--- src/hw/rtl/cfd_pkg.sv ---
// ----------------------------------------------------------------------------
// Command frame deframer package
// Shared constants, codes and the result record passed between modules.
// ----------------------------------------------------------------------------
package cfd_pkg;

   localparam int BUFFER_BYTES_DEF = 128;
   localparam int HEADER_BYTES     = 5;

   localparam logic [7:0] START_MARKER_RST = 8'd170;
   localparam logic [7:0] END_MARKER_RST   = 8'd85;

   localparam int CSR_ADDR_W = 3;
   localparam int CSR_DATA_W = 32;

   localparam logic REG_START_MARKER = 1'b0;
   localparam logic REG_END_MARKER   = 1'b1;

   localparam logic KIND_PAYLOAD = 1'b0;
   localparam logic KIND_VERDICT = 1'b1;

   typedef enum logic [1:0] {
      STATUS_GOOD     = 2'd0,
      STATUS_CHECKSUM = 2'd1,
      STATUS_END_MARK = 2'd2,
      STATUS_DROPPED  = 2'd3
   } status_type;

   typedef struct packed {
      logic       kind;
      logic [7:0] payload_byte;
      logic [6:0] payload_position;
      logic [7:0] frame_type;
      logic [7:0] unit_index;
      logic [15:0] payload_length;
      status_type frame_status;
   } result_type;

   localparam int RSP_TDATA_W = 56;
   localparam int REQ_TDATA_W = 8;

endpackage

--- src/hw/rtl/cfd_csr.sv ---
// ----------------------------------------------------------------------------
// Command frame deframer register file
// APB-style access to the start and end marker registers.
// ----------------------------------------------------------------------------
module cfd_csr (
   input  logic                             clock,
   input  logic                             reset,
   input  logic                             csr_psel,
   input  logic                             csr_penable,
   input  logic                             csr_pwrite,
   input  logic [cfd_pkg::CSR_ADDR_W-1:0]   csr_paddr,
   input  logic [cfd_pkg::CSR_DATA_W-1:0]   csr_pwdata,
   output logic [cfd_pkg::CSR_DATA_W-1:0]   csr_prdata,
   output logic                             csr_pready,
   output logic [7:0]                       start_marker,
   output logic [7:0]                       end_marker
);

   logic [7:0] start_marker_ff;
   logic [7:0] start_marker_in;
   logic [7:0] end_marker_ff;
   logic [7:0] end_marker_in;
   logic       wr_en;
   logic       reg_sel;

   assign csr_pready = 1'b1;
   assign wr_en      = csr_psel & csr_penable & csr_pwrite & csr_pready;
   assign reg_sel    = csr_paddr[2];

   always_comb begin
      start_marker_in = start_marker_ff;
      end_marker_in   = end_marker_ff;
      if (wr_en) begin
         case (reg_sel)
            cfd_pkg::REG_START_MARKER: start_marker_in = csr_pwdata[7:0];
            cfd_pkg::REG_END_MARKER:   end_marker_in   = csr_pwdata[7:0];
            default: ;
         endcase
      end
   end

   always_ff @(posedge clock) begin
      if (reset) begin
         start_marker_ff <= cfd_pkg::START_MARKER_RST;
         end_marker_ff   <= cfd_pkg::END_MARKER_RST;
      end else begin
         start_marker_ff <= start_marker_in;
         end_marker_ff   <= end_marker_in;
      end
   end

   always_comb begin
      case (reg_sel)
         cfd_pkg::REG_START_MARKER: csr_prdata = {24'd0, start_marker_ff};
         cfd_pkg::REG_END_MARKER:   csr_prdata = {24'd0, end_marker_ff};
         default:                   csr_prdata = '0;
      endcase
   end

   assign start_marker = start_marker_ff;
   assign end_marker   = end_marker_ff;

endmodule

--- src/hw/rtl/cfd_parser.sv ---
// ----------------------------------------------------------------------------
// Command frame deframer parser
// Frame state and the per-byte step: header capture, XOR, verdict.
// ----------------------------------------------------------------------------
module cfd_parser #(
   parameter int BUFFER_BYTES = cfd_pkg::BUFFER_BYTES_DEF
) (
   input  logic                 clock,
   input  logic                 reset,
   input  logic                 step_en,
   input  logic [7:0]           rx_byte,
   input  logic [7:0]           start_marker,
   input  logic [7:0]           end_marker,
   output logic                 res_valid,
   output cfd_pkg::result_type  res
);

   localparam int CNT_W = $clog2(BUFFER_BYTES + 1);
   localparam logic [CNT_W-1:0] CNT_LIMIT = CNT_W'(BUFFER_BYTES);
   localparam logic [16:0] HDR = 17'(cfd_pkg::HEADER_BYTES);

   logic [CNT_W-1:0] count_ff;
   logic [CNT_W-1:0] count_in;
   logic [7:0]       xor_ff;
   logic [7:0]       xor_in;
   logic [7:0]       type_ff;
   logic [7:0]       type_in;
   logic [7:0]       index_ff;
   logic [7:0]       index_in;
   logic [15:0]      length_ff;
   logic [15:0]      length_in;
   logic [7:0]       checksum_ff;
   logic [7:0]       checksum_in;

   logic [CNT_W-1:0] count_inc;
   logic [16:0]      pos_w;
   logic [16:0]      payload_end;
   logic [16:0]      offset;

   assign count_inc   = count_ff + CNT_W'(1);
   assign pos_w       = 17'(count_ff);
   assign payload_end = HDR + {1'b0, length_ff};
   assign offset      = pos_w - HDR;

   always_comb begin
      count_in    = count_ff;
      xor_in      = xor_ff;
      type_in     = type_ff;
      index_in    = index_ff;
      length_in   = length_ff;
      checksum_in = checksum_ff;
      res_valid   = 1'b0;
      res.kind             = cfd_pkg::KIND_PAYLOAD;
      res.payload_byte     = 8'd0;
      res.payload_position = 7'd0;
      res.frame_type       = type_ff;
      res.unit_index       = index_ff;
      res.payload_length   = length_ff;
      res.frame_status     = cfd_pkg::STATUS_GOOD;

      if (step_en) begin
         if (count_ff == '0) begin
            if (rx_byte == start_marker) begin
               count_in    = CNT_W'(1);
               xor_in      = 8'd0;
               type_in     = 8'd0;
               index_in    = 8'd0;
               length_in   = 16'd0;
               checksum_in = 8'd0;
            end
         end else if (pos_w > payload_end) begin
            // End marker position: checksum mismatch wins over a bad marker.
            res_valid = 1'b1;
            res.kind  = cfd_pkg::KIND_VERDICT;
            if (xor_ff != checksum_ff) begin
               res.frame_status = cfd_pkg::STATUS_CHECKSUM;
            end else if (rx_byte != end_marker) begin
               res.frame_status = cfd_pkg::STATUS_END_MARK;
            end
            count_in = '0;
         end else begin
            count_in = count_inc;
            if (pos_w == 17'd1) begin
               type_in = rx_byte;
               xor_in  = xor_ff ^ rx_byte;
            end else if (pos_w == 17'd2) begin
               index_in = rx_byte;
               xor_in   = xor_ff ^ rx_byte;
            end else if (pos_w == 17'd3) begin
               length_in = {rx_byte, length_ff[7:0]};
               xor_in    = xor_ff ^ rx_byte;
            end else if (pos_w == 17'd4) begin
               length_in = {length_ff[15:8], rx_byte};
               xor_in    = xor_ff ^ rx_byte;
            end else if (pos_w < payload_end) begin
               xor_in               = xor_ff ^ rx_byte;
               res_valid            = 1'b1;
               res.payload_byte     = rx_byte;
               res.payload_position = offset[6:0];
            end else begin
               checksum_in = rx_byte;
            end
            // A frame that fills the buffer is dropped in place of this byte.
            if (count_inc >= CNT_LIMIT) begin
               res_valid            = 1'b1;
               res.kind             = cfd_pkg::KIND_VERDICT;
               res.payload_byte     = 8'd0;
               res.payload_position = 7'd0;
               res.frame_status     = cfd_pkg::STATUS_DROPPED;
               count_in             = '0;
            end
         end
      end
   end

   always_ff @(posedge clock) begin
      if (reset) begin
         count_ff <= '0;
      end else begin
         count_ff <= count_in;
      end
   end

   always_ff @(posedge clock) begin
      xor_ff      <= xor_in;
      type_ff     <= type_in;
      index_ff    <= index_in;
      length_ff   <= length_in;
      checksum_ff <= checksum_in;
   end

endmodule

--- src/hw/rtl/command_frame_deframer.sv ---
// ----------------------------------------------------------------------------
// Command frame deframer
// Hunts for framed commands in a received byte stream and reports payload
// bytes and an end-of-frame verdict.
// Path: an accepted request is held in the input register until the result
// register can take its result, which is registered there and drives rsp.
// Throughput: one request per cycle; the input register and the result
// register each advance whenever the result register is empty or drained.
// Reset: synchronous; the parser returns to hunting for a start marker and
// the markers return to their defaults.
// ----------------------------------------------------------------------------
module command_frame_deframer #(
   parameter int BUFFER_BYTES = cfd_pkg::BUFFER_BYTES_DEF
) (
   input  logic                              clock,
   input  logic                              reset,
   // req_tdata: rx_byte[7:0]
   input  logic                              req_tvalid,
   output logic                              req_tready,
   input  logic [cfd_pkg::REQ_TDATA_W-1:0]   req_tdata,
   // rsp_tdata: payload_byte[7:0], payload_position[14:8], frame_type[22:15],
   // unit_index[30:23], payload_length[46:31], frame_status[48:47], zeros
   output logic                              rsp_tvalid,
   input  logic                              rsp_tready,
   output logic [cfd_pkg::RSP_TDATA_W-1:0]   rsp_tdata,
   // rsp_tuser: result_kind[0]
   output logic                              rsp_tuser,
   input  logic                              csr_psel,
   input  logic                              csr_penable,
   input  logic                              csr_pwrite,
   input  logic [cfd_pkg::CSR_ADDR_W-1:0]    csr_paddr,
   input  logic [cfd_pkg::CSR_DATA_W-1:0]    csr_pwdata,
   output logic [cfd_pkg::CSR_DATA_W-1:0]    csr_prdata,
   output logic                              csr_pready
);

   logic [7:0]          start_marker;
   logic [7:0]          end_marker;

   logic                in_valid_ff;
   logic                in_valid_in;
   logic [7:0]          in_byte_ff;
   logic [7:0]          in_byte_in;
   logic                out_valid_ff;
   logic                out_valid_in;
   cfd_pkg::result_type out_ff;
   cfd_pkg::result_type out_in;

   logic                out_free;
   logic                step_en;
   logic                req_take;
   logic                res_valid;
   cfd_pkg::result_type res;

   cfd_csr u_csr (
      .clock        (clock),
      .reset        (reset),
      .csr_psel     (csr_psel),
      .csr_penable  (csr_penable),
      .csr_pwrite   (csr_pwrite),
      .csr_paddr    (csr_paddr),
      .csr_pwdata   (csr_pwdata),
      .csr_prdata   (csr_prdata),
      .csr_pready   (csr_pready),
      .start_marker (start_marker),
      .end_marker   (end_marker)
   );

   assign out_free   = !out_valid_ff || rsp_tready;
   assign step_en    = in_valid_ff && out_free;
   assign req_tready = !in_valid_ff || out_free;
   assign req_take   = req_tvalid && req_tready;

   cfd_parser #(
      .BUFFER_BYTES (BUFFER_BYTES)
   ) u_parser (
      .clock        (clock),
      .reset        (reset),
      .step_en      (step_en),
      .rx_byte      (in_byte_ff),
      .start_marker (start_marker),
      .end_marker   (end_marker),
      .res_valid    (res_valid),
      .res          (res)
   );

   always_comb begin
      in_valid_in = in_valid_ff && !step_en;
      in_byte_in  = in_byte_ff;
      if (req_take) begin
         in_valid_in = 1'b1;
         in_byte_in  = req_tdata[7:0];
      end
      out_valid_in = out_valid_ff && !rsp_tready;
      out_in       = out_ff;
      if (step_en) begin
         out_valid_in = res_valid;
         out_in       = res;
      end
   end

   always_ff @(posedge clock) begin
      if (reset) begin
         in_valid_ff  <= 1'b0;
         out_valid_ff <= 1'b0;
      end else begin
         in_valid_ff  <= in_valid_in;
         out_valid_ff <= out_valid_in;
      end
   end

   always_ff @(posedge clock) begin
      in_byte_ff <= in_byte_in;
      out_ff     <= out_in;
   end

   assign rsp_tvalid = out_valid_ff;
   assign rsp_tuser  = out_ff.kind;
   assign rsp_tdata  = {7'd0,
                        out_ff.frame_status,
                        out_ff.payload_length,
                        out_ff.unit_index,
                        out_ff.frame_type,
                        out_ff.payload_position,
                        out_ff.payload_byte};

endmodule

--- config.mk ---
export PLATFORM = sky130hd
export DESIGN_NAME = command_frame_deframer
export DESIGN_NICKNAME = d
export VERILOG_FILES = /design/src/hw/rtl/cfd_pkg.sv /design/src/hw/rtl/cfd_csr.sv /design/src/hw/rtl/cfd_parser.sv /design/src/hw/rtl/command_frame_deframer.sv
export SDC_FILE = /design/constraint.sdc
export NUM_CORES = 1
export LEC_CHECK = 0
export ABC_AREA = 1
export BUFFER_PORTS_ARGS = -buffer_cell sky130_fd_sc_hd__buf_4
export CELL_PAD_IN_SITES_DETAIL_PLACEMENT = 0
export CELL_PAD_IN_SITES_GLOBAL_PLACEMENT = 1
export CORE_MARGIN = 3
export CORE_UTILIZATION = 35
export DETAILED_ROUTE_END_ITERATION = 16
export PLACE_DENSITY = 0.69
export SLEW_MARGIN = 30
export SYNTH_ARGS = -nofsm -noshare
export SYNTH_HDL_FRONTEND = slang
export SYNTH_SLANG_ARGS = --single-unit
--- constraint.sdc ---
create_clock -name clock -period 4.15 [get_ports clock]
set_input_delay 0.83 -clock clock [delete_from_list [all_inputs] [get_ports clock]]
set_output_delay 0.83 -clock clock [all_outputs]
set_load 0.1 [all_outputs]
==> results of run 1 <==
==> cells by family (layout without fill, tap and decap cells) <==
kind of cell | count (synthesis) | count (layout) | share of synthesized area [%]
fa+ha+maj | 14 | 14 | 2.78
simple gates | 287 | 287 | 20.1
compound gates | 47 | 47 | 3.88
buf+inv | 109 | 187 | 8.65
xor+xnor | 38 | 38 | 5.59
other cells | 2 | 32 | 0.119
flops | 132 | 132 | 58.9
==> layer usage <==
metal / wire (um) / part of all wire (%)
met2: 6540 / 45
met4: 154 / 1.1
met1: 6820 / 47
met5: 0 / 0
met3: 938 / 6.5
==> synthesized netlist by cell type (3+ instances only) <==
master / number
nand2_1: 116
edfxtp_1: 106
nor2_1: 90
inv_1: 65
buf_4: 32
dfxtp_1: 26
nand3_1: 24
o21ai_0: 21
xnor2_1: 21
a21oi_1: 20
nand4_1: 20
nor3_1: 17
xor2_1: 16
ha_1: 14
nor2_2: 7
clkbuf_1: 5
inv_2: 3
o21ai_1: 3
==> state kept, by name (all words and copies together), names as in the netlist <==
name                  count
in_byte_ff                8
in_valid_ff               1
rsp_tdata                49
rsp_tuser                 1
rsp_tvalid                1
u_csr.end_marker          8
u_csr.start_marker        8
u_parser.checksum_ff      8
u_parser.count_ff         8
u_parser.index_ff         8
u_parser.length_ff       16
u_parser.type_ff          8
u_parser.xor_ff           8
==> power by group through the flow <==
stage	Clock (W)	Combinational, W	Sequential [W]
final	0.00140	0.000401	0.00146
after global routing	0.00149	0.000414	0.00147
after CTS	0.00143	0.000401	0.00146
after detailed placement	0	0.000401	0.00149
after global placement	0	0.000399	0.00149
after floorplan	0	0.000241	0.00160
==> path summary, 6_finish.rpt <==
check,startpoint,endpoint,slack (ns),depth (start not counted)
hold reg to reg,u_parser.type_ff[3],rsp_tdata[18],0.42,0
hold / removal,u_parser.type_ff[3],rsp_tdata[18],0.42,0
setup / recovery,u_parser.length_ff[0],u_parser.checksum_ff[6],0.79,17
setup reg to reg,u_parser.length_ff[0],u_parser.checksum_ff[6],0.79,17
==> final cells by class <==
class,instances,area [um2]
Timing Repair Buffer,87,653
Multi-Input combinational cell,418,2160
Sequential cell,132,3700
Clock inverter,14,128
Tap cell,225,282
Fill cell,1702,9870
Clock buffer,18,429
Inverter,68,255
==> critical path, cell delays in order (launching register included) <==
cell and delay, ns:
edfxtp_1 0.45, ha_1 0.27, nor2_2 0.18, nor3_2 0.09, xnor2_1 0.14, ha_1 0.30
nand2_1 0.07, nor2_1 0.15, nand2_1 0.08, nand3_1 0.08, nand2_1 0.05, nand2_1 0.08
nand2_1 0.07, inv_1 0.05, nand2_1 0.14, nand2_1 0.10, nand4_1 0.08, nor2_1 0.59
==> through the flow <==
step	setup WS [ns]	utilization [%]
after floorplan	-0.0927	-
after global placement	0.843	40.3
after detailed placement	0.765	40.3
after CTS	0.753	43.5
after global routing	0.451	43.5
final	0.793	43.5
==> results.cfg, run 1 <==
[run]
drv_cap = 0

[power_and_ir_drop]
share_comb_of_total_power_pct = 12.3
p_int_w = 0.00233
power.leakage_nw = 3.23
ir_drop_uv = 313
power_switching_w = 0.000933
pwr-share-clk_pct = 42.9
netSwitchingFraction_pct = 28.6
powerDensity_nw_per_um2 = 429
seqPwrFrac_pct = 44.8
power_w = 0.00327

[route]
drtIter0Drc = 270
postRouteAntennaNets = 0
vias = 4447
drc = 0
routed_via_density = 4.62
firstDrtPassIters = 5
drt-total-wl_mm = 14.5
wl_per_cell_um = 15.0

[logic_synthesis]
yosysWarnings = 0
synth_edf_count = 106
avgSynthCellArea_um2 = 10.0
netlist_top_cells_area = edfxtp_1 51%, dfxtp_1 8.3%, nand2_1 6.9%, nor2_1 5.4%, inv_1 3.9%
ys_async_sr_fraction_pct = 0
syn_inst = 629
ys_seq_area_share_pct = 58.9
ys_types = 33
ys_ff_latch = 132
synthDominantCellAreaShare_pct = 50.6
synth_ff_type = edfxtp_1
netlist_area_um2 = 6290
post-synth-top-area-cell = edfxtp_1

[final_layout]
final_area_um2 = 7610
layout.nets = 788
layout_common_cells = 116 x nand2_1, 106 x edfxtp_1, 90 x nor2_1, 87 x buf_4, 64 x inv_1
final_cells = 962
n_antenna_cell = 0
layout_commonest_cell = nand2_1
layout-drive-gt1-share_pct = 19.0
syn_to_final_growth_pct = 20.9

[place]
dpl.cell_count = 930
place_area_um2 = 7050
port_buffers = 83
hpwl_mm = 10.4
place.gp.congestion = 0.894

[global_routing]
grt_max_degree = 41
met2_usage_pct = 22.3
grt_usage_pct = 15.0
grt_busiest_layer = met2
grt.overflow.total = 0
antenna_found_initial = 0
grt_pass1_vias = 4287
gr-usage-met3_pct = 4.81
grt_pass1_wl_mm = 23.0
met1_usage_pct = 21.2

[clocking]
cts_max_level = 4
postCtsHoldBufs = 0
clk-insertion-delay-late_ns = 0.41
cts_root_buffer = clkbuf_16
cts-buffers-inserted = 17
post_cts_resize_count = 0
clock-sinks = 132
clockBufferDepth = 2
cts.clk_slew.worst_paths_ns = 0.06
cts_tree = built
cts_setup_buffers = 0

[setup_path]
start_kind = register
required_ns = 4.19
path_class = register to register
crit_fanout = 8
cp-end-kind = register
critPathArrivalTime_ns = 3.39

[hold_path]
hold_path.class = register to register

[floorplanning]
core_area_um2 = 17500
num_rows = 48
initial_core_util_pct = 36.0
die_w_um = 140
die_h_um = 140
die_area_um2 = 19600
pin_count = 142

[sta]
period_minus_slack_ns = 3.36
setup_viol = 0
finClkSkew_ns = 0.00777
fmax_mhz = 298
fin_hold_ws_ns = 0.419
relSlewSlack_pct = 50.4
setup_tns_ns = 0
hold_violations = 0
grt_setup_unrepaired = false
fin_crit_sh_pct = 80.9
slew_violations = 0
worst_slew_pin_slew_ns = 0.741

[status]
status = completed
(Power assumes the default switching activity.)
==> inputs of run 2 (changes only) <==
- ABC_AREA: 1 -> 0
- PLACE_DENSITY: 0.69 -> 0.7
- clock period: 4.15 -> 3.01 ns (I/O delays scaled with it)
==> results.cfg, run 2 <==
[global_routing]
antenna_found_initial = 0
gr-usage-met3_pct = 3.52
grt_pass1_wl_mm = 21.6
grt_usage_pct = 14.3
met1_usage_pct = 18.7
grt.overflow.total = 0
grt_pass1_vias = 4090
met2_usage_pct = 22.9
grt_busiest_layer = met2
grt_max_degree = 30

[setup_path]
crit_fanout = 8
cp-end-kind = register
required_ns = 3.17
critPathArrivalTime_ns = 3.26
path_class = register to register
rrSetupSlack_ns = -0.09
start_kind = register

[clocking]
postCtsHoldBufs = 0
cts.clk_slew.worst_paths_ns = 0.06
clock-sinks = 132
clockBufferDepth = 2
cts_tree = built
cts_max_level = 4
cts-buffers-inserted = 17
clk-insertion-delay-late_ns = 0.42
cts_root_buffer = clkbuf_16

[logic_synthesis]
synth_edf_count = 106
synth_mux_area_share_pct = 2.10
synthXorXnorAreaFrac_pct = 6.36
netlist_area_um2 = 6200
ys_seq_area_share_pct = 59.8
avgSynthCellArea_um2 = 12.1
synth_adder_area_share_pct = 2.83
synth_top_family_by_area = simple AND/OR/NAND/NOR gates
synth_common_cells = 106 x edfxtp_1, 42 x nor2_1, 36 x nand2_1
synth-simple-area-share_pct = 17.1
ys_ff_latch = 132
synthDominantCellAreaShare_pct = 51.4
netlist_top_cells_area = edfxtp_1 51%, dfxtp_1 8.4%, xnor2_1 4.5%, buf_4 3.9%, and2_1 2.9%
syn_inst = 513
ys_async_sr_fraction_pct = 0
synth.most_common_cell = edfxtp_1
ys_types = 58
yosysWarnings = 0
post-synth-top-area-cell = edfxtp_1
synth_ff_type = edfxtp_1
synth_compound_area_share_pct = 5.67

[hold_path]
hold_path.class = input pin to register

[final_layout]
final_cells = 855
layout_common_cells = 107 x buf_4, 106 x edfxtp_1, 40 x nor2_1, 36 x nand2_1
n_antenna_cell = 0
layout-drive-gt1-share_pct = 29.0
final_area_um2 = 7810
syn_to_final_growth_pct = 26.1
largest_reg_flops = 49
layout_commonest_cell = buf_4
layout.nets = 681
utilization_pct = 45.2

[place]
place.gp.congestion = 0.824
place_area_um2 = 7170
dpl.cell_count = 821
hpwl_mm = 9.82
port_buffers = 83

[sta]
fin_hold_ws_ns = 0.354
finClkSkew_ns = 0.0120
hold_violations = 0
slew_violations = 0
setup_tns_ns = -3.11
fmax_mhz = 322
worst_slew_pin_slew_ns = 0.596
fin_ws_ns = -0.0941
fin_crit_sh_pct = 103
period_minus_slack_ns = 3.10
grt_setup_unrepaired = true
relSlewSlack_pct = 60.1
setup_viol = 49

[floorplanning]
die_h_um = 139
pin_count = 142
num_rows = 48
initial_core_util_pct = 35.8
core_area_um2 = 17300
die_area_um2 = 19300
die_w_um = 139

[route]
firstDrtPassIters = 4
drt-total-wl_mm = 13.5
drtIter0Drc = 234
wl_per_cell_um = 15.8
routed_via_density = 4.76
postRouteAntennaNets = 0
vias = 4072
drc = 0

[power_and_ir_drop]
power.leakage_nw = 2.92
powerDensity_nw_per_um2 = 576
ir_drop_uv = 377

[status]
status = finished, violations left
violations = negative setup slack

[run]
drv_cap = 0
## run 2: worst paths after layout
check             depth (start not counted)             endpoint             startpoint
setup reg to reg                         13  u_parser.type_ff[6]  u_parser.length_ff[0]
hold reg to reg                           0        rsp_tdata[16]    u_parser.type_ff[1]
hold / removal                            1        in_byte_ff[4]           req_tdata[4]
setup / recovery                         13  u_parser.type_ff[6]  u_parser.length_ff[0]
## run 2: what timing repair did
| action | CTS | global route |
|---|---|---|
| gates resized for setup | 9 | 3 |
| setup endpoints to repair | 66 | 74 |
| setup buffers | 3 | 2 |
| pin swaps | 3 | 2 |
## run 2: per-stage QoR
| step | total power, W | setup slack (ns) |
|---|---|---|
| 3_3_place_gp | 0.00262 | -0.205 |
| 6_report | 0.00450 | -0.0941 |
| 2_1_floorplan | 0.00255 | -0.0147 |
| 5_1_grt | 0.00465 | -0.223 |
| 4_1_cts | 0.00455 | -0.0966 |
| 3_5_place_dp | 0.00262 | -0.230 |
## run 2: per-layer routing
layer,share of wire (%),wire length [um]
met5,0,0
met1,45,6110
met2,47,6380
met4,1.8,247
met3,5.6,750
## run 2: kinds of logic after synthesis
kind of cell / count (synthesis)
AOI/OAI and AO/OA: 51
DFF: 132
muxes: 12
xor gates and xnor gates: 45
buffers and inverters: 65
adders and majority gates: 14
other: 2
and+or+nand+nor: 192
## run 2: area by class of cell
type | count | area (um2)
clock buffers | 18 | 439
clock inverters | 14 | 116
fillers | 1618 | 9490
inverters | 9 | 37.5
multi-input cells | 346 | 2360
flip-flops and latches | 132 | 3700
well taps | 225 | 282
repair buffers | 111 | 866
## run 2: worst max-delay path, cell delays in order (launching register included)
cell and delay (ns):
edfxtp_1 0.40, ha_2 0.20, or2_4 0.23, nand4_1 0.10, xor2_1 0.09, ha_1 0.33, o21a_1 0.14, o21ai_2 0.06
a31oi_2 0.19, o221ai_2 0.15, or4_4 0.50, buf_6 0.15, o21bai_4 0.19, nor2_4 0.11
## run 2: power by group
group,internal [W],switching [W],total [W]
clock,0.00110,0.000821,0.00192
combinational,0.0000915,0.000466,0.000558
sequential,0.00199,0.0000343,0.00203
total,0.00318,0.00132,0.00450
==> inputs of run 3 (changes only) <==
- CELL_PAD_IN_SITES_DETAIL_PLACEMENT: 0 -> not set
- CELL_PAD_IN_SITES_GLOBAL_PLACEMENT: 1 -> not set
- PLACE_DENSITY: 0.7 -> 0.58
==> results.cfg, run 3 (same netlist as run 2, synthesis figures left out) <==
[clocking]
cts_tree = built
cts.clk_slew.worst_paths_ns = 0.06
postCtsHoldBufs = 0
clock-sinks = 132
cts-buffers-inserted = 17
cts_root_buffer = clkbuf_16
clockBufferDepth = 2
clk-insertion-delay-late_ns = 0.42
cts_max_level = 4

[setup_path]
crit_fanout = 8
cp-end-kind = register
start_kind = register
worst_path_max_delay_cell = or4_4
reg2regPathDepth = 13
max_stage_delay_ns = 0.49
critPathArrivalTime_ns = 3.20
required_ns = 3.15
crit_chain = ha_2, or2_4, nand4_1, xor2_1, ha_1, o21a_1, o21ai_2, a31oi_2, o221ai_2, or4_4, buf_6, o21bai_4, a21oi_4
path_class = register to register

[final_layout]
layout_common_cells = 114 x buf_4, 106 x edfxtp_1, 41 x nor2_1, 34 x nand2_1
final_cells = 864
n_antenna_cell = 0
layout_commonest_cell = buf_4
largest_reg_flops = 49
final_area_um2 = 7990
utilization_pct = 46.2
syn_to_final_growth_pct = 28.9
layout-drive-gt1-share_pct = 30.5
layout.nets = 690

[place]
hpwl_mm = 9.65
port_buffers = 83
place_area_um2 = 7210
place.gp.congestion = 0.830
dpl.cell_count = 826

[global_routing]
grt.overflow.total = 0
antenna_found_initial = 0
grt_max_degree = 44
grt_usage_pct = 14.5
grt_pass1_vias = 4143
grt_pass1_wl_mm = 21.9

[route]
drt-total-wl_mm = 13.7
wl_per_cell_um = 15.8
vias = 4151
drtIter0Drc = 221
firstDrtPassIters = 4
postRouteAntennaNets = 0
routed_via_density = 4.80
drc = 0

[status]
status = finished, violations left
violations = negative setup slack

[power_and_ir_drop]
ir_drop_uv = 369
seqPwrFrac_pct = 42.8
netSwitchingFraction_pct = 27.9
share_comb_of_total_power_pct = 11.8
p_int_w = 0.00341
power_switching_w = 0.00132
pwr-share-clk_pct = 45.4
powerDensity_nw_per_um2 = 592
power.leakage_nw = 3.02

[floorplanning]
die_h_um = 139
num_rows = 48
die_area_um2 = 19300
core_area_um2 = 17300
die_w_um = 139
initial_core_util_pct = 35.8
pin_count = 142

[sta]
fin_crit_sh_pct = 102
period_minus_slack_ns = 3.06
fmax_mhz = 327
worst_slew_pin_slew_ns = 0.676
grt_setup_unrepaired = true
hold_violations = 0
setup_viol = 26
slew_violations = 0
fin_ws_ns = -0.0525
relSlewSlack_pct = 54.6
finClkSkew_ns = 0.0126

[hold_path]
hold_path.class = input pin to register
worstHoldPathCells = 1

[run]
drv_cap = 0
run 3: cell count changes in the layout (fill, tap and decap cells not counted), sizes merged:
| cell | change |
|---|---|
| buf | +9 |
| clkinv | -1 |
| clkinvlp | -1 |
| clkbuf | -1 |
| bufinv | +3 |
run 3: power by group through the flow:
stage | registers, W | logic [W] | clock network (W)
floorplan | 0.00220 | 0.000345 | 0
global placement | 0.00206 | 0.000555 | 0
detailed placement | 0.00207 | 0.000558 | 0
CTS | 0.00203 | 0.000559 | 0.00220
global route | 0.00203 | 0.000573 | 0.00229
finish | 0.00203 | 0.000557 | 0.00215
run 3: path summary, 6_finish.rpt:
| kind | start | to | slack (ns) |
|---|---|---|---|
| worst min-delay path | req_tdata[5] | in_byte_ff[5] | 0.35 |
| worst max-delay path | u_parser.length_ff[1] | u_parser.xor_ff[2] | -0.05 |
| worst max register to register | u_parser.length_ff[1] | u_parser.xor_ff[2] | -0.05 |
| worst min register to register | u_parser.index_ff[0] | rsp_tdata[23] | 0.42 |
run 3: cell type report:
type | instances | area [um2]
clock buffers | 17 | 425
clock inverters | 15 | 194
fillers | 1572 | 9310
inverters | 9 | 37.5
multi-input cells | 346 | 2400
flip-flops and latches | 132 | 3700
well taps | 225 | 282
repair buffers | 120 | 941
run 3: repair_timing:
action | in CTS | in global routing
setup endpoints to repair | 59 | 69
pin swaps | 10 | 11
setup buffers | 4 | 4
resized for setup | 7 | 14
run 3: worst max-delay path: cells and delay by family (launching register included):
| family | cells | cell delay [ns] |
|---|---|---|
| DFF | 1 | 0.40 |
| AOI/OAI and AO/OA | 6 | 0.78 |
| and+or+nand+nor | 3 | 0.83 |
| buffers and inverters | 1 | 0.17 |
| adders and majority gates | 2 | 0.51 |
| xor gates and xnor gates | 1 | 0.08 |
run 3: per-layer routing:
metal  GRT usage, %  wire length [um]  vias up
met5              0                 0        -
met4           5.97               265        0
met3           4.03               950       19
met2           22.8              6560      171
met1           19.1              5910     1971
li1               -                 -     1990
run 3: through the flow:
step | hold WS (ns) | TNS (ns) | worst slack (ns) | power [W]
finish | 0.354 | -0.762 | -0.0525 | 0.00473
global route | 0.331 | -6.48 | -0.169 | 0.00489
CTS | 0.333 | -3.44 | -0.125 | 0.00479
detailed placement | 0.405 | -10.11 | -0.255 | 0.00262
global placement | 0.405 | -7.76 | -0.218 | 0.00262
floorplan | 0.400 | -0.117 | -0.0147 | 0.00255
